## src/sv/hud_pkg.sv

```systemverilog
// Package for the HCI UART deframer: phase type, kind and role codes, tagged item type.
`default_nettype none

package hud_pkg;

	typedef enum logic [1:0] {
		PH_IDLE    = 2'd0,
		PH_HEADER  = 2'd1,
		PH_PAYLOAD = 2'd2
	} phase_t;

	localparam logic [1:0] KIND_ACL = 2'd0;
	localparam logic [1:0] KIND_SCO = 2'd1;
	localparam logic [1:0] KIND_EVT = 2'd2;

	localparam logic [1:0] ROLE_TYPE    = 2'd0;
	localparam logic [1:0] ROLE_HEADER  = 2'd1;
	localparam logic [1:0] ROLE_PAYLOAD = 2'd2;

	localparam logic [7:0] TYPE_ACL = 8'd2;
	localparam logic [7:0] TYPE_EVT = 8'd4;

	localparam int QUEUE_DEPTH = 4;
	localparam int QUEUE_AW    = $clog2(QUEUE_DEPTH);

	typedef struct packed {
		logic [7:0] data;
		logic [1:0] kind;
		logic [1:0] role;
		logic       start;
		logic       last;
		logic       bad;
	} hud_item_t;

	// Index of the final header byte for each packet kind.
	function automatic logic [2:0] hdr_last(input logic [1:0] kind);
		logic [2:0] r;
		case (kind)
			KIND_ACL: r = 3'd3;
			KIND_SCO: r = 3'd2;
			default:  r = 3'd1;
		endcase
		return r;
	endfunction

endpackage

`default_nettype wire

```

## src/sv/hci_uart_packet_deframer_unit.sv

```systemverilog
// Top level of the HCI UART packet deframer.
//
//  Channel   Handshake            Payload
//  --------  -------------------  --------------------------------------------------
//  byte in   up_valid / up_stall  rx_byte
//  item out  dn_valid / dn_stall  out_byte, packet_kind, byte_role, packet_start,
//                                 packet_end, bad_type
//
// One byte is taken per cycle while the queue is not full; the packet state updates in the cycle the byte is taken.
// A tagged item is written into the four-entry queue when its byte is taken, and the
// output register takes it from the queue once the register is free.
// up_stall rises only when the queue is full, so a stall downstream reaches the
// input after the output register and queue have filled.
// After reset the deframer waits for a type byte; no clearing pass is needed.
`default_nettype none

module hci_uart_packet_deframer_unit import hud_pkg::*; (
	input  wire logic       clk,
	input  wire logic       arst_n,
	input  wire logic       up_valid,
	output logic            up_stall,
	input  wire logic [7:0] rx_byte,
	output logic            dn_valid,
	input  wire logic       dn_stall,
	output logic [7:0]      out_byte,
	output logic [1:0]      packet_kind,
	output logic [1:0]      byte_role,
	output logic            packet_start,
	output logic            packet_end,
	output logic            bad_type
);

	hud_item_t front_item;
	hud_item_t q_item;
	hud_item_t dn_item;
	logic      accept;
	logic      q_full;
	logic      q_empty;
	logic      q_pop;

	assign up_stall = q_full;
	assign accept   = up_valid && !q_full;

	hud_front u_front (
		.clk     (clk),
		.arst_n  (arst_n),
		.accept  (accept),
		.rx_byte (rx_byte),
		.item    (front_item)
	);

	hud_queue u_queue (
		.clk       (clk),
		.arst_n    (arst_n),
		.push      (accept),
		.push_item (front_item),
		.pop       (q_pop),
		.pop_item  (q_item),
		.full      (q_full),
		.empty     (q_empty)
	);

	hud_back u_back (
		.clk      (clk),
		.arst_n   (arst_n),
		.q_empty  (q_empty),
		.q_item   (q_item),
		.q_pop    (q_pop),
		.dn_stall (dn_stall),
		.dn_valid (dn_valid),
		.dn_item  (dn_item)
	);

	assign out_byte     = dn_item.data;
	assign packet_kind  = dn_item.kind;
	assign byte_role    = dn_item.role;
	assign packet_start = dn_item.start;
	assign packet_end   = dn_item.last;
	assign bad_type     = dn_item.bad;

endmodule

`default_nettype wire

```

## src/sv/hud_front.sv

```systemverilog
// Front part of the deframer: tracks packet phase and tags each received byte.
`default_nettype none

module hud_front import hud_pkg::*; (
	input  wire logic      clk,
	input  wire logic      arst_n,
	input  wire logic      accept,
	input  wire logic [7:0] rx_byte,
	output hud_item_t      item
);

	phase_t      phase_q, phase_d;
	logic [1:0]  kind_q, kind_d;
	logic [2:0]  hidx_q, hidx_d;
	logic [7:0]  lowb_q, lowb_d;
	logic [15:0] left_q, left_d;
	logic [15:0] left_hdr;
	logic [15:0] left_dec;
	logic [2:0]  last_idx;
	logic        hdr_done;
	logic        type_ok;

	assign last_idx = hdr_last(kind_q);
	assign hdr_done = (hidx_q >= last_idx);
	assign left_dec = left_q - 16'd1;
	assign type_ok  = (rx_byte >= TYPE_ACL) && (rx_byte <= TYPE_EVT);

	// Length value as it stands after this header byte.
	always_comb begin
		left_hdr = left_q;
		if (kind_q == KIND_ACL) begin
			if (hidx_q == 3'd3) begin
				left_hdr = {rx_byte, lowb_q};
			end
		end else if (hidx_q == last_idx) begin
			left_hdr = {8'h00, rx_byte};
		end
	end

	// Next state.
	always_comb begin
		phase_d = phase_q;
		kind_d  = kind_q;
		hidx_d  = hidx_q;
		lowb_d  = lowb_q;
		left_d  = left_q;
		case (phase_q)
			PH_HEADER: begin
				if (kind_q == KIND_ACL && hidx_q == 3'd2) begin
					lowb_d = rx_byte;
				end
				left_d = left_hdr;
				if (hdr_done) begin
					hidx_d  = 3'd0;
					phase_d = (left_hdr == 16'd0) ? PH_IDLE : PH_PAYLOAD;
				end else begin
					hidx_d = hidx_q + 3'd1;
				end
			end
			PH_PAYLOAD: begin
				left_d = left_dec;
				if (left_dec == 16'd0) begin
					phase_d = PH_IDLE;
				end
			end
			default: begin
				if (type_ok) begin
					kind_d  = rx_byte[1:0] - 2'd2;
					hidx_d  = 3'd0;
					left_d  = 16'd0;
					lowb_d  = 8'd0;
					phase_d = PH_HEADER;
				end else begin
					phase_d = PH_IDLE;
				end
			end
		endcase
	end

	// Tagging of the current byte.
	always_comb begin
		item       = '0;
		item.data  = rx_byte;
		case (phase_q)
			PH_HEADER: begin
				item.kind = kind_q;
				item.role = ROLE_HEADER;
				item.last = hdr_done && (left_hdr == 16'd0);
			end
			PH_PAYLOAD: begin
				item.kind = kind_q;
				item.role = ROLE_PAYLOAD;
				item.last = (left_dec == 16'd0);
			end
			default: begin
				item.role = ROLE_TYPE;
				if (type_ok) begin
					item.kind  = rx_byte[1:0] - 2'd2;
					item.start = 1'b1;
				end else begin
					item.bad = 1'b1;
				end
			end
		endcase
	end

	always_ff @(posedge clk or negedge arst_n) begin
		if (!arst_n) begin
			phase_q <= PH_IDLE;
			kind_q  <= KIND_ACL;
			hidx_q  <= 3'd0;
			lowb_q  <= 8'd0;
			left_q  <= 16'd0;
		end else if (accept) begin
			phase_q <= phase_d;
			kind_q  <= kind_d;
			hidx_q  <= hidx_d;
			lowb_q  <= lowb_d;
			left_q  <= left_d;
		end
	end

endmodule

`default_nettype wire

```

## src/sv/hud_queue.sv

```systemverilog
// Short queue of tagged items between the front and back parts.
`default_nettype none

module hud_queue import hud_pkg::*; (
	input  wire logic clk,
	input  wire logic arst_n,
	input  wire logic push,
	input  hud_item_t push_item,
	input  wire logic pop,
	output hud_item_t pop_item,
	output logic      full,
	output logic      empty
);

	hud_item_t           mem_q [QUEUE_DEPTH];
	logic [QUEUE_AW-1:0] wptr_q;
	logic [QUEUE_AW-1:0] rptr_q;
	logic [QUEUE_AW:0]   count_q;

	assign full     = (count_q == (QUEUE_AW+1)'(QUEUE_DEPTH));
	assign empty    = (count_q == '0);
	assign pop_item = mem_q[rptr_q];

	always_ff @(posedge clk) begin
		if (push) begin
			mem_q[wptr_q] <= push_item;
		end
	end

	always_ff @(posedge clk or negedge arst_n) begin
		if (!arst_n) begin
			wptr_q  <= '0;
			rptr_q  <= '0;
			count_q <= '0;
		end else begin
			if (push) begin
				wptr_q <= wptr_q + 1'b1;
			end
			if (pop) begin
				rptr_q <= rptr_q + 1'b1;
			end
			if (push && !pop) begin
				count_q <= count_q + 1'b1;
			end else if (pop && !push) begin
				count_q <= count_q - 1'b1;
			end
		end
	end

endmodule

`default_nettype wire

```

## src/sv/hud_back.sv

```systemverilog
// Back part of the deframer: output register that hands tagged items downstream.
`default_nettype none

module hud_back import hud_pkg::*; (
	input  wire logic clk,
	input  wire logic arst_n,
	input  wire logic q_empty,
	input  hud_item_t q_item,
	output logic      q_pop,
	input  wire logic dn_stall,
	output logic      dn_valid,
	output hud_item_t dn_item
);

	logic      valid_q;
	hud_item_t item_q;
	logic      load;

	// The register takes a new item when it is empty or its item leaves this cycle.
	assign load     = !valid_q || !dn_stall;
	assign q_pop    = load && !q_empty;
	assign dn_valid = valid_q;
	assign dn_item  = item_q;

	always_ff @(posedge clk) begin
		if (q_pop) begin
			item_q <= q_item;
		end
	end

	always_ff @(posedge clk or negedge arst_n) begin
		if (!arst_n) begin
			valid_q <= 1'b0;
		end else if (load) begin
			valid_q <= !q_empty;
		end
	end

endmodule

`default_nettype wire

```

## config.mk

```make
export PLATFORM = sky130hd
export DESIGN_NAME = hci_uart_packet_deframer_unit
export DESIGN_NICKNAME = d
export VERILOG_FILES = /design/src/sv/hud_pkg.sv /design/src/sv/hci_uart_packet_deframer_unit.sv /design/src/sv/hud_front.sv /design/src/sv/hud_queue.sv /design/src/sv/hud_back.sv
export SDC_FILE = /design/constraint.sdc
export NUM_CORES = 1
export LEC_CHECK = 0
export BUFFER_PORTS_ARGS = -buffer_cell sky130_fd_sc_hd__buf_2
export CAP_MARGIN = 25
export CORE_MARGIN = 4
export CORE_UTILIZATION = 30
export CTS_BUF_LIST = sky130_fd_sc_hd__clkbuf_4 sky130_fd_sc_hd__clkbuf_8 sky130_fd_sc_hd__clkbuf_16
export DETAILED_ROUTE_END_ITERATION = 6
export PLACE_DENSITY = 0.48
export SETUP_SLACK_MARGIN = 0.5
export SLEW_MARGIN = 5
export SYNTH_ARGS = -nofsm -noshare
export SYNTH_HDL_FRONTEND = slang
export SYNTH_SLANG_ARGS = --single-unit
```

## constraint.sdc

```tcl
create_clock -name clk -period 6.65 [get_ports clk]
set_input_delay 1.33 -clock clk [delete_from_list [all_inputs] [get_ports clk]]
set_output_delay 1.33 -clock clk [all_outputs]
set_load 0.02 [all_outputs]
```

==> results.txt, run 1 <==
* Seq cells post-synth: 114
* Routed via count: 3522
- In this run the mean area of a mapped cell was 12.1 um2.
* Root Driver: sky130_fd_sc_hd__clkbuf_16
- The flow ran to the end, and the final reports show no timing, DRC or antenna violations.
- Of all nets on the critical path, the largest fanout is 11.
- Synthesized net count: approximately 470
- Top flip-flop cell by instance count after synthesis: sky130_fd_sc_hd__edfxtp_1
* P_sw: 0.000733 W
- In this run, synthesis inferred 75 flip-flops with an integrated enable.
* Proportion of synthesized chip area in sequential cells: around three fifths
* Maximum capacitance violations: 0
- Of the total power, the clock network draws between 30% and 40%.
- In the final routed layout, each cell accounts on average for around 18 um.
* Normalized max-slew margin: around 40%
* First drt pass iteration count: 4
- For this run, design rule violations remaining after detail routing come to 0.
- Effective utilization at floorplan: 30.9%
- Counting every sink on the clock net gives around 110.
- Number of buffers inserted by post-CTS setup repair: 0
- In the post-synthesis netlist, the biggest area contributors are sky130_fd_sc_hd__edfxtp_1 42%, sky130_fd_sc_hd__dfrtp_1 18%, sky130_fd_sc_hd__mux4_2 6.3%.
- The final layout contains routed wiring with a total length of 12500 um.
* Part of the power in registers: 39.7%
* Yosys top cell area share: 41.9%
* Static leakage power: 2.38 nW
* Power Density: between 400 and 500 nW/um2
- The first global-routing pass estimated 20100 um of wire.
* Ratio of final minimum period to clock period: between 40% and 50%
- Switching power as a share of total power: 28.0%
* Signal arrival time at the worst endpoint: roughly 3.2 ns
* Post-Place Cells: 675
- The worst hold path belongs to the class reg -> reg.
* Longest Clk Path Bufs: 2
- H-tree Lvls: 4
- In the final layout, the share of cells above drive strength 1 is between 15 and 20%.
* Most frequent cells in the layout: 75 x sky130_fd_sc_hd__edfxtp_1, 57 x sky130_fd_sc_hd__nand2_1, 39 x sky130_fd_sc_hd__dfrtp_1
- The worst setup path is launched from a flip-flop.
* Die height: between 100 and 150 um
* First DRT Iteration DRCs: ~290
* Via-to-Cell Ratio: 4.96
* Synthesized area: approximately 5400 um2
- 29 I/O pins were placed.
* Worst slew pin tran: between 0.8 and 0.9 ns
- After routing, the total negative slack on setup checks comes to 0 ns.
- Setup repair after global routing left no endpoint under its margin.
* Routability Congestion: between 0.8 and 0.9
* Number of warnings reported in the yosys synthesis log: 0
* Die width: about 140 um
* Estimated wirelength of the detail-placed design: 8180 um
- Count of final hold-check violations: 0
* Final net count: 500
* Number of setup violations in the final report: 0
* Register-to-register setup slack: about 3.6 ns
- For this design, the CTS-stage hold fixing added 0 buffers.
* Cts repair resizes: 0
* Post-synthesis instance total: around 440
- Shortest period the worst path allows: 3.00 ns
- Yosys top cell by area: sky130_fd_sc_hd__edfxtp_1
- Internal power component: 0.00189 W
* Cell row count: 48
- Buffers inserted during clock tree synthesis total 17.
* Most frequent standard cell in the layout excluding fill and tap cells: sky130_fd_sc_hd__edfxtp_1
- Post-synth cell types: 52
* Area growth from synthesis to layout: 20.2%
* Required time at the endpoint of the critical path: 6.84 ns
- The number of antenna diodes in the final layout is 0.
- Gr usage total: 13.1%
- Total congestion overflow after global routing: 0
* Via count of the first global-routing pass: between 3000 and 4000
- VDD sags by at most around 0.23 mV.
* FFs w/ async S/R, synth: approximately 34%
* Overall die area: a little over 20000 um2
- The number of antenna violations at the first check in global routing is 0.
* Pin count of the biggest net entering global routing: 40
- In this run, the combinational gates consume a little over a fifth of the power.
* Max-slew violation total from the final report: 0
- Clock edge transition at the registers on the reported setup and hold paths: 0.05 ns
- STA classifies the critical path endpoint as a flip-flop.
- For the worst-skew pair, the clock arrives at the later sink with an insertion delay of between 0.4 and 0.5 ns.
* Antenna-violating nets left: 0
* Beginning of the worst hold path: u_front.lowb_q[0]$_DFFE_PN0P_
- TritonCTS clock tree: built
* Core Area: around 17000 um2
* Clock Skews: about 0.0076 ns
* Worst reg2reg startpoint: u_front.hidx_q[0]$_DFFE_PN0P_
- Highest Clock Rate: approximately 0.33 GHz
- Number of buffers inserted by port buffering: 28
- Critical path type: reg -> reg
- After the flow finishes, the layout carries non-filler instances totaling between 700 and 800.
* Origin of the worst setup path: u_front.hidx_q[0]$_DFFE_PN0P_
==> worst max-delay path, stage by stage, from the launching register on <==
cell and delay [ns]:
sky130_fd_sc_hd__dfrtp_1 0.40, sky130_fd_sc_hd__ha_1 0.21, sky130_fd_sc_hd__ha_1 0.19, sky130_fd_sc_hd__or3b_1 0.45
sky130_fd_sc_hd__o31a_1 0.51, sky130_fd_sc_hd__a221oi_1 0.19, sky130_fd_sc_hd__nand4b_1 0.23, sky130_fd_sc_hd__nor3_2 0.21
sky130_fd_sc_hd__a22oi_1 0.10, sky130_fd_sc_hd__nor2_1 0.31
==> synth_stat cells (2+ instances only) <==
cell type                  instances
sky130_fd_sc_hd__ha_1             15
sky130_fd_sc_hd__a21oi_1          13
sky130_fd_sc_hd__o22ai_1           4
sky130_fd_sc_hd__a32oi_1           3
sky130_fd_sc_hd__and3_1            4
sky130_fd_sc_hd__inv_1            16
sky130_fd_sc_hd__nor3_1           13
sky130_fd_sc_hd__mux2i_1           2
sky130_fd_sc_hd__nand2_1          57
sky130_fd_sc_hd__nand2b_1          6
sky130_fd_sc_hd__o21bai_1          2
sky130_fd_sc_hd__dfrtp_1          39
sky130_fd_sc_hd__a31oi_1           3
sky130_fd_sc_hd__or4_1             2
sky130_fd_sc_hd__a22o_1            2
sky130_fd_sc_hd__a221oi_1          4
sky130_fd_sc_hd__o21ai_0          18
sky130_fd_sc_hd__nand3b_1          2
sky130_fd_sc_hd__mux2_2            2
sky130_fd_sc_hd__clkbuf_1         24
sky130_fd_sc_hd__nor3_2            2
sky130_fd_sc_hd__a22oi_1          11
sky130_fd_sc_hd__nand3_1           2
sky130_fd_sc_hd__o31a_1            2
sky130_fd_sc_hd__or3_1             5
sky130_fd_sc_hd__mux2_1            2
sky130_fd_sc_hd__o21ai_1          32
sky130_fd_sc_hd__mux4_2           15
sky130_fd_sc_hd__xor2_1            3
sky130_fd_sc_hd__edfxtp_1         75
sky130_fd_sc_hd__o31ai_1           3
sky130_fd_sc_hd__xnor2_1           6
sky130_fd_sc_hd__nor3b_1           2
sky130_fd_sc_hd__and2_1            8
sky130_fd_sc_hd__nor2_1           28
==> power groups by stage <==
stage | sequential, W | combinational, W | clock [W]
floorplan | 0.00105 | 0.000380 | 0
global placement | 0.00107 | 0.000526 | 0
detailed placement | 0.00106 | 0.000571 | 0
CTS | 0.00104 | 0.000573 | 0.00105
global route | 0.00106 | 0.000621 | 0.00108
finish | 0.00104 | 0.000559 | 0.00102
==> layer usage <==
metal	routed length (um)	GRT usage, %
met1	5770	16.9
met2	6060	21.4
met3	418	3.47
met4	227	4.60
met5	0	0
==> registers in the layout, summed over array words and instances, names as in the netlist <==
signal           cells
u_front.phase_q      2
u_back.dn_item      15
u_front.kind_q       2
u_queue.mem_q       60
u_front.hidx_q       3
u_queue.wptr_q       2
u_queue.rptr_q       2
u_queue.count_q      3
u_front.lowb_q       8
u_front.left_q      16
u_back.dn_valid      1
==> logic make-up after synthesis <==
group	after synthesis	share of synthesized area, %
AOI/OAI and AO/OA	103	11.8
xor gates and xnor gates	9	1.47
adders and majority gates	16	3.86
buffers and inverters	43	3.02
DFF	114	60.0
muxes	21	7.49
and+or+nand+nor	138	12.4
==> area by class of cell <==
class	instances	area (um2)
fillers	1719	10900
clock inverters	15	238
multi-input cells	287	1990
inverters	17	63.8
flip-flops and latches	114	3230
repair buffers	35	239
well taps	225	282
clock buffers	17	425
==> path summary, 6_finish.rpt <==
kind | depth (start not counted) | end
max | 9 | u_queue.mem_q[2][1]$_DFFE_PP_
min | 2 | u_front.lowb_q[0]$_DFFE_PN0P_
max reg2reg | 9 | u_queue.mem_q[2][1]$_DFFE_PP_
min reg2reg | 2 | u_front.lowb_q[0]$_DFFE_PN0P_
max in group asynchronous | 2 | u_front.kind_q[1]$_DFFE_PN0P_
min in group asynchronous | 1 | u_front.left_q[8]$_DFFE_PN0P_
==> through the flow <==
step                worst slack (ns)  hold WS [ns]  area, um2  total power (W)  util, %
CTS                             3.45         0.491       6420          0.00266     36.9
global route                    3.38         0.506       6470          0.00276     37.1
detailed placement              3.26         0.473       5760          0.00163     33.1
global placement                3.28         0.468       5730          0.00160     32.9
finish                          3.65         0.489       6470          0.00262     37.1
floorplan                       3.25         0.447       5380          0.00143        -
Note: power is estimated with default switching activity, not from simulation.
==> run 2: changes to the inputs <==
Settings changed: PLACE_DENSITY 0.48 to 0.5.
Clock period 6.65 ns to 2.6 ns, I/O delays scaled along.
==> run 2 against run 1 <==
  * Combinational power grew to 3.0 times the previous value
  * Die area stayed put
  * Largest power group unchanged
  * Critical path type unchanged
  * Critical endpoint is now u_front.phase_q[0]$_DFFE_PN0P_
  * Clock power is 120% higher
  * Sequential share of layout area is 3.3 points lower
  * Highest routed layer unchanged
==> results.txt, run 2 (synthesis gave the netlist of run 1 again) <==
- Fin Hold WS: 0.0417 ns (-0.448 ns)
* Routed via count: 3745 (+6.3%)
- The logic gate share of total power came to 25.7% (+4.4 points).
* Power Density: 949 nW/um2 (+130%)
- The y dimension of the die was 142 um (unchanged).
- Worst min-delay path category: in -> async
- Max-slew violation total from the final report: 0 (unchanged)
- The slew at the pin with the worst max-slew slack came to 0.773 ns (-0.110 ns).
- The worst setup path is launched from a flip-flop.
* Final net count: 545 (+9.0%)
* TritonCTS clock tree: built
- Normalized max-slew margin: 48.4% (+7.3 points)
* Root Driver: sky130_fd_sc_hd__clkbuf_16
* Most frequent cells in the layout: 75 x sky130_fd_sc_hd__edfxtp_1, 56 x sky130_fd_sc_hd__nand2_1, 50 x sky130_fd_sc_hd__buf_4
* Area growth from synthesis to layout: 29.1%
* Flip-flop count of the largest register, all copies and words added: 60 (unchanged)
* Post-detailed-route wirelength per cell: 17.3 um (-1.2%)
* Skew-Pair Late Insertion Delay: 0.41 ns (about the same)
* Maximum vdd ir drop: 0.516 mV (+130%)
- The final critical-path setup slack was 0.270 ns (-3.38 ns).
* Count of final hold-check violations: 0 (unchanged)
* Result of the run: completed
- The worst setup path is captured at a flip-flop.
* Longest Clk Path Bufs: 2 (unchanged)
- Final sum of negative setup slack: 0 ns (unchanged)
- Register with the highest flop count: u_queue.mem_q
- Number of buffers inserted by port buffering: 28 (unchanged)
- The count of pins on the block boundary was 29 (unchanged).
* Count of unresolved DRC violations after routing: 0 (unchanged)
- The number of max-cap violations was 0 (unchanged).
* Core utilization of the finished layout: 39.9% (+2.7 points)
- The maximum number of pins on one net before global-route repair is 40 (unchanged).
* Antenna diodes: 0 (unchanged)
* CTS Buf Count: 17 (unchanged)
- First DRT Iteration DRCs: 256 (-13%)
- The internal power of the cells was 0.00462 W (+150%).
- Setup repair after global routing could not meet its margin everywhere.
- Part of the power in the clock network: 33.9% (-5.1 points)
- The minimum period implied by the final worst setup slack came to 2.33 ns (-0.672 ns).
- Routability Congestion: 0.840 (+1.1%)
- Clock edge transition at the registers on the reported setup and hold paths: 0.05 ns (about the same)
* Total power consumption of the routed design: 0.00659 W (+150%)
* Required time at the endpoint of the critical path: 2.89 ns (-3.95 ns)
- Total congestion overflow after global routing: 0 (unchanged)
* Effective utilization at floorplan: 30.9% (unchanged)
- Number of filler instances in the final layout: 1684 (-2.0%)
* P_sw: 0.00196 W (+170%)
- Gr usage total: 13.8% (+0.73 points)
- The count of clock tree sinks is 114 (unchanged).
* Area used by multi-input combinational logic: 2230 um2 (+12%)
- Most frequent standard cell in the layout excluding fill and tap cells: sky130_fd_sc_hd__edfxtp_1
- Switching power as a share of total power: 29.8% (+1.8 points)
- The ratio of final minimum period to clock period was 89.6% (+44 points).
- The count of endpoints failing setup in the final report was 0 (unchanged).
- The iteration count of the initial detailed-routing pass came to 5 (+1).
- The first-pass GRT wire length was 21900 um (+8.6%).
* Cell row count: 48 (unchanged)
- The signal arrival time at the worst endpoint was 2.62 ns (-0.58 ns).
- Critical path type: reg -> reg
- The count of nets left with antenna violations after detail routing came to 0 (unchanged).
* Core Area: 17400 um2 (unchanged)
- The vias per cell is 4.96 (about the same).
- The standby leakage power is 2.61 nW (+10%).
- Overall die area: 20100 um2 (unchanged)
- The clock skew was 0.0118 ns (+0.00420 ns).
- H-tree Lvls: 4 (unchanged)
* Post-place setup slack: 0.0382 ns (-3.22 ns)
- Total wire length after detailed routing: 13100 um (+5.0%)
- The detailed placer's ending HPWL came to 8720 um (+6.6%).
- Part of the power in registers: 40.4% (+0.7 points)
* Number of antenna violations at the first check in global routing: 0 (unchanged)
- The fraction of final layout cells sized beyond drive strength 1 came to 31.5% (+13 points).
- Flip-flop and latch area: 3230 um2 (+0.15%)
* # hold bufs at CTS: 0 (unchanged)
- The highest attainable clock frequency is 0.429 GHz (+29%).
* Via count of the first global-routing pass: 3977 (+9.8%)
- The biggest fanout along the worst timing path is 4 (-7).
- The chip width is 142 um (unchanged).
run 2: timing repair:
item                       4_1_cts  5_1_grt
resized for setup               23       12
setup endpoints to repair       19       20
buffers inserted                17        4
pin swaps                        7        6
cloned                           0        0
run 2: critical path, stage by stage (launching register included):
cell and delay [ns]:
sky130_fd_sc_hd__dfrtp_1 0.38, sky130_fd_sc_hd__inv_2 0.08, sky130_fd_sc_hd__ha_4 0.13, sky130_fd_sc_hd__nor4b_4 0.30
sky130_fd_sc_hd__o2111ai_2 0.17, sky130_fd_sc_hd__o31a_1 0.14, sky130_fd_sc_hd__o31ai_2 0.19, sky130_fd_sc_hd__and4_1 0.25
sky130_fd_sc_hd__o211ai_1 0.11, sky130_fd_sc_hd__buf_4 0.16, sky130_fd_sc_hd__mux2_1 0.30
run 2: path summary, 6_finish.rpt:
kind / from / to / slack (ns) / cells after the start
max in group asynchronous: arst_n / u_front.kind_q[1]$_DFFE_PN0P_ / 2.07 / 2
setup reg to reg: u_front.left_q[0]$_DFFE_PN0P_ / u_front.phase_q[0]$_DFFE_PN0P_ / 0.27 / 10
hold / removal: arst_n / u_front.left_q[7]$_DFFE_PN0P_ / 0.04 / 1
min in group clk: dn_stall / u_back.dn_valid$_DFFE_PN0P_ / 0.32 / 3
setup / recovery: u_front.left_q[0]$_DFFE_PN0P_ / u_front.phase_q[0]$_DFFE_PN0P_ / 0.27 / 10
hold reg to reg: u_front.lowb_q[1]$_DFFE_PN0P_ / u_front.lowb_q[1]$_DFFE_PN0P_ / 0.51 / 2
run 2: cell type report:
type	instances	area share (%)
clock buffer	18	6.23
clock inverter	14	2.02
inverter	17	0.991
multi-input combinational	287	32.1
sequential	114	46.6
tap	225	4.05
timing repair buffer	80	8.00
run 2: metrics by stage:
stage | cells | cell area [um2]
6_report | 755 | 6940
5_1_grt | 755 | 6940
4_1_cts | 750 | 6830
3_5_place_dp | 701 | 6010
3_3_place_gp | 701 | 6010
2_1_floorplan | 444 | 5470
run 2: per-layer routing:
| layer | GRT usage, % | wire, um | part of all wire, % | up-vias |
|---|---|---|---|---|
| met5 | 0 | 0 | 0 | - |
| met4 | 4.49 | 163 | 1.2 | 0 |
| met3 | 3.10 | 446 | 3.4 | 15 |
| met2 | 21.9 | 6260 | 48 | 68 |
| met1 | 19.0 | 6230 | 48 | 1860 |
| li1 | - | - | - | 1802 |
run 2: power by group through the flow:
stage / Clock (W) / Combinational [W] / Sequential [W]
finish: 0.00223 / 0.00169 / 0.00266
detailed placement: 0 / 0.00154 / 0.00269
floorplan: 0 / 0.00103 / 0.00270
global placement: 0 / 0.00153 / 0.00268
global route: 0.00238 / 0.00185 / 0.00272
CTS: 0.00229 / 0.00167 / 0.00266
==> run 3: changes to the inputs <==
Settings changed: PLACE_DENSITY 0.5 to 0.47.
Clock period 2.6 ns to 2.25 ns, I/O delays scaled along.
==> run 3 against run 2 <==
  * The run now ends with negative setup slack left
  * Maximum frequency decreased by 1.9%
  * Critical path depth decreased by 1
  * Global-route usage increased by 0.79 points
  * Utilization increased by 4.1 points
  * Sequential share of layout area decreased by 4.4 points
  * Register-to-register slack got worse by 0.40 ns
  * Worst hold slack improved by 0.25 ns
  * Clock skew decreased by 0.0024 ns
  * Design area increased by 10%
  * Cell count increased by 5.2%
  * Clock-buffer cell count increased by 2
  * Largest cell class unchanged
  * Largest power group unchanged
==> results.txt, run 3 (synthesis gave the netlist of run 1 again) <==
- The number of cells in the finished layout apart from fillers was 794 (+5.2%).
- Ratio of final minimum period to clock period: 106% (+16 points)
* Max-slew violation total from the final report: 0 (unchanged)
- The final reports fail on negative setup slack.
- CTS Buf Count: 17 (unchanged)
- The per-cell routed wire length came to 17.9 um (+3.1%).
* Sinks on the clock net: 114 (unchanged)
- Post-Place Cells: 733 (+4.6%)
* Antenna-violating nets left: 0 (unchanged)
- Cell row count: 48 (unchanged)
- The cell depth of the worst flop-to-flop path was 9 (-1).
- The biggest fanout along the worst timing path came to 7 (+3).
- Beginning of the worst hold path: dn_stall
- The floorplan die area came to 20100 um2 (unchanged).
- Worst reg2reg startpoint: u_front.kind_q[1]$_DFFE_PN0P_
* Final setup slack of the worst path: -0.125 ns (-0.395 ns)
- The minimum period implied by the final worst setup slack is 2.38 ns (+0.0452 ns).
* Worst Hold Path Cells: 3
- The core box area came to 17400 um2 (unchanged).
- Top Ports: 29 (unchanged)
- Number of buffers inserted by port buffering: 28 (unchanged)
* Flip-flop count of the largest register, all copies and words added: 60 (unchanged)
- The number of DRC markers after the initial detailed-route iteration came to 292 (+14%).
- The worst hold path terminates at u_back.dn_valid$_DFFE_PN0P_.
* Routability Congestion: 0.801 (-4.6%)
- Antenna diodes: 0 (unchanged)
* Skew-Pair Late Insertion Delay: 0.41 ns (about the same)
- Final Cell Area: 7660 um2 (+10%)
* Power Density: 1080 nW/um2 (+14%)
* Required time at the endpoint of the critical path: 2.54 ns (-0.35 ns)
- Register-to-register setup slack: -0.13 ns (-0.40 ns)
- The total wirelength of the detailed-routed design was 14200 um (+8.4%).
- The min-delay analysis places its worst path in the category in -> reg.
- The via count is 3931 (+5.0%).
* Clock Skews: 0.00943 ns (-0.00237 ns)
* Estimated wirelength of the detail-placed design: 9270 um (+6.3%)
- Unrepaired setup endpoints after global routing: true
* Number of antenna violations at the first check in global routing: 0 (unchanged)
- Maximum vdd ir drop: 0.648 mV (+26%)
* Count of final hold-check violations: 0 (unchanged)
- Layout cell share with drive strength beyond 1: 44.1% (+13 points)
- First-pass GRT wire length: 22700 um (+3.6%)
* Highest Clock Rate: 0.421 GHz (-1.9%)
* Root Driver: sky130_fd_sc_hd__clkbuf_16
- Effective utilization at floorplan: 30.9% (unchanged)
* Via-to-Cell Ratio: 4.95 (-0.19%)
- Final net count: 584 (+7.2%)
- The worst slack after detailed placement was -0.209 ns (-0.248 ns).
* Pin count of the biggest net entering global routing: 40 (unchanged)
- Total power consumption of the routed design: 0.00826 W (+25%)
- The remaining global-route overflow came to 0 (unchanged).
- Most frequent standard cell in the layout excluding fill and tap cells: sky130_fd_sc_hd__edfxtp_1
- The overall track demand over capacity in global routing is 14.6% (+0.79 points).
* Normalized max-slew margin: 63.3% (+15 points)
- The standby leakage power came to 2.89 nW (+11%).
* Critical Path Source Type: flip-flop
- Kind of capture point of the worst setup path: flip-flop
- Die height: 142 um (unchanged)
- H-tree Lvls: 4 (unchanged)
- First drt pass iteration count: 4 (-1)
- Critical path type: reg -> reg
- Area growth from synthesis to layout: 42.4%
* Longest Clk Path Bufs: 2 (unchanged)
- TritonCTS built the clock tree.
- Result of the run: finished, violations left
* Number of filler instances in the final layout: 1618 (-3.9%)
- The chip width came to 142 um (unchanged).
- The placed instance area came to 6330 um2 (+5.2%).
- Maximum capacitance violations: 0 (unchanged)
- Crit Reg-Reg Endpoint: u_front.phase_q[1]$_DFFE_PN0P_
* Core utilization of the finished layout: 44.0% (+4.1 points)
- Leaving out fill and tap cells, the most frequent cells in the layout are 75 x sky130_fd_sc_hd__edfxtp_1, 70 x sky130_fd_sc_hd__buf_4, 46 x sky130_fd_sc_hd__nand2_1.
- Count of unresolved DRC violations after routing: 0 (unchanged)
* Clock edge transition at the registers on the reported setup and hold paths: 0.06 ns (about the same)
- The register with the most flip-flops in the final layout is u_queue.mem_q.
- The slew at the pin with the worst max-slew slack was 0.547 ns (-0.226 ns).
- Signal arrival time at the worst endpoint: 2.67 ns (+0.05 ns)
- Number of setup violations in the final report: 5 (+5)
- The number of global-route vias before repair was 4039 (+1.6%).
==> run 3: changes by cell type in the layout (fill, tap and decap cells not counted), moves of 4 or more <==
cell	previous run	this run
sky130_fd_sc_hd__a22oi_1	11	3
sky130_fd_sc_hd__a22oi_2	0	8
sky130_fd_sc_hd__and2_1	8	4
sky130_fd_sc_hd__and2_4	0	4
sky130_fd_sc_hd__buf_4	50	70
sky130_fd_sc_hd__buf_6	0	15
sky130_fd_sc_hd__nand2_1	56	46
sky130_fd_sc_hd__nand2_2	0	4
sky130_fd_sc_hd__nand2_4	1	7
sky130_fd_sc_hd__o21ai_0	18	7
sky130_fd_sc_hd__o21ai_2	0	4
sky130_fd_sc_hd__o21ai_4	0	5
==> run 3: final cells by class <==
type | count | area (um2) | area share [%]
Clock inverter | 12 | 156 | 2.04
Clock buffer | 20 | 454 | 5.93
Timing Repair Buffer | 118 | 930 | 12.1
Multi-Input combinational cell | 288 | 2540 | 33.1
Sequential cell | 114 | 3230 | 42.2
Inverter | 17 | 72.6 | 0.947
Tap cell | 225 | 282 | 3.67
==> run 3: timing repair <==
item / CTS / global route
hold buffers: 1 / 0
endpoints found under the setup margin: 99 / 45
gates resized for setup: 70 / 51
buffers inserted: 17 / 9
gates cloned: 1 / 1
endpoints found under the hold margin: 10 / 0
pin swaps: 33 / 29
==> run 3: report_power, final <==
group          switching, W  internal [W]  leakage, nW
Clock              0.000994       0.00180        0.290
Sequential         0.000203       0.00278         1.20
Combinational       0.00125       0.00123         1.40
==> run 3: critical path, stage by stage, from the launching register on <==
cell,delay (ns)
sky130_fd_sc_hd__dfrtp_1,0.43
sky130_fd_sc_hd__nand2b_4,0.17
sky130_fd_sc_hd__ha_4,0.28
sky130_fd_sc_hd__nand2_4,0.05
sky130_fd_sc_hd__o31a_4,0.35
sky130_fd_sc_hd__a221oi_4,0.28
sky130_fd_sc_hd__nand4b_1,0.14
sky130_fd_sc_hd__nor3_2,0.25
sky130_fd_sc_hd__nor3_2,0.05
sky130_fd_sc_hd__mux2_2,0.25
==> run 3: worst max path at each step <==
stage | cells past startpoint | slack, ns | endpoint | from
6_report | 9 | -0.13 | u_front.phase_q[1]$_DFFE_PN0P_ | u_front.kind_q[1]$_DFFE_PN0P_
4_1_cts | 9 | -0.09 | u_queue.mem_q[0][1]$_DFFE_PP_ | u_front.kind_q[1]$_DFFE_PN0P_
5_1_grt | 9 | -0.25 | u_queue.mem_q[1][1]$_DFFE_PP_ | u_front.kind_q[1]$_DFFE_PN0P_
2_1_floorplan | 10 | 0.01 | u_front.phase_q[1]$_DFFE_PN0P_ | u_front.kind_q[1]$_DFFE_PN0P_
3_3_place_gp | 9 | -0.07 | u_queue.mem_q[0][1]$_DFFE_PP_ | u_front.kind_q[1]$_DFFE_PN0P_
3_5_place_dp | 9 | -0.21 | u_queue.mem_q[3][1]$_DFFE_PP_ | u_front.kind_q[1]$_DFFE_PN0P_
==> run 3: layer usage <==
metal / vias to the layer above / part of all wire, % / global-route usage (%)
met5: - / 0 / 0
met4: 0 / 1.4 / 4.85
met3: 13 / 4.2 / 3.17
met2: 87 / 49 / 23.5
met1: 1950 / 46 / 19.7
li1: 1881 / - / -
==> run 3: per-stage QoR <==
stage,setup TNS [ns],hold slack [ns]
2_1_floorplan,0,0.154
3_3_place_gp,-0.936,0.442
3_5_place_dp,-2.00,0.443
4_1_cts,-0.430,0.281
5_1_grt,-1.31,0.311
6_report,-0.614,0.292
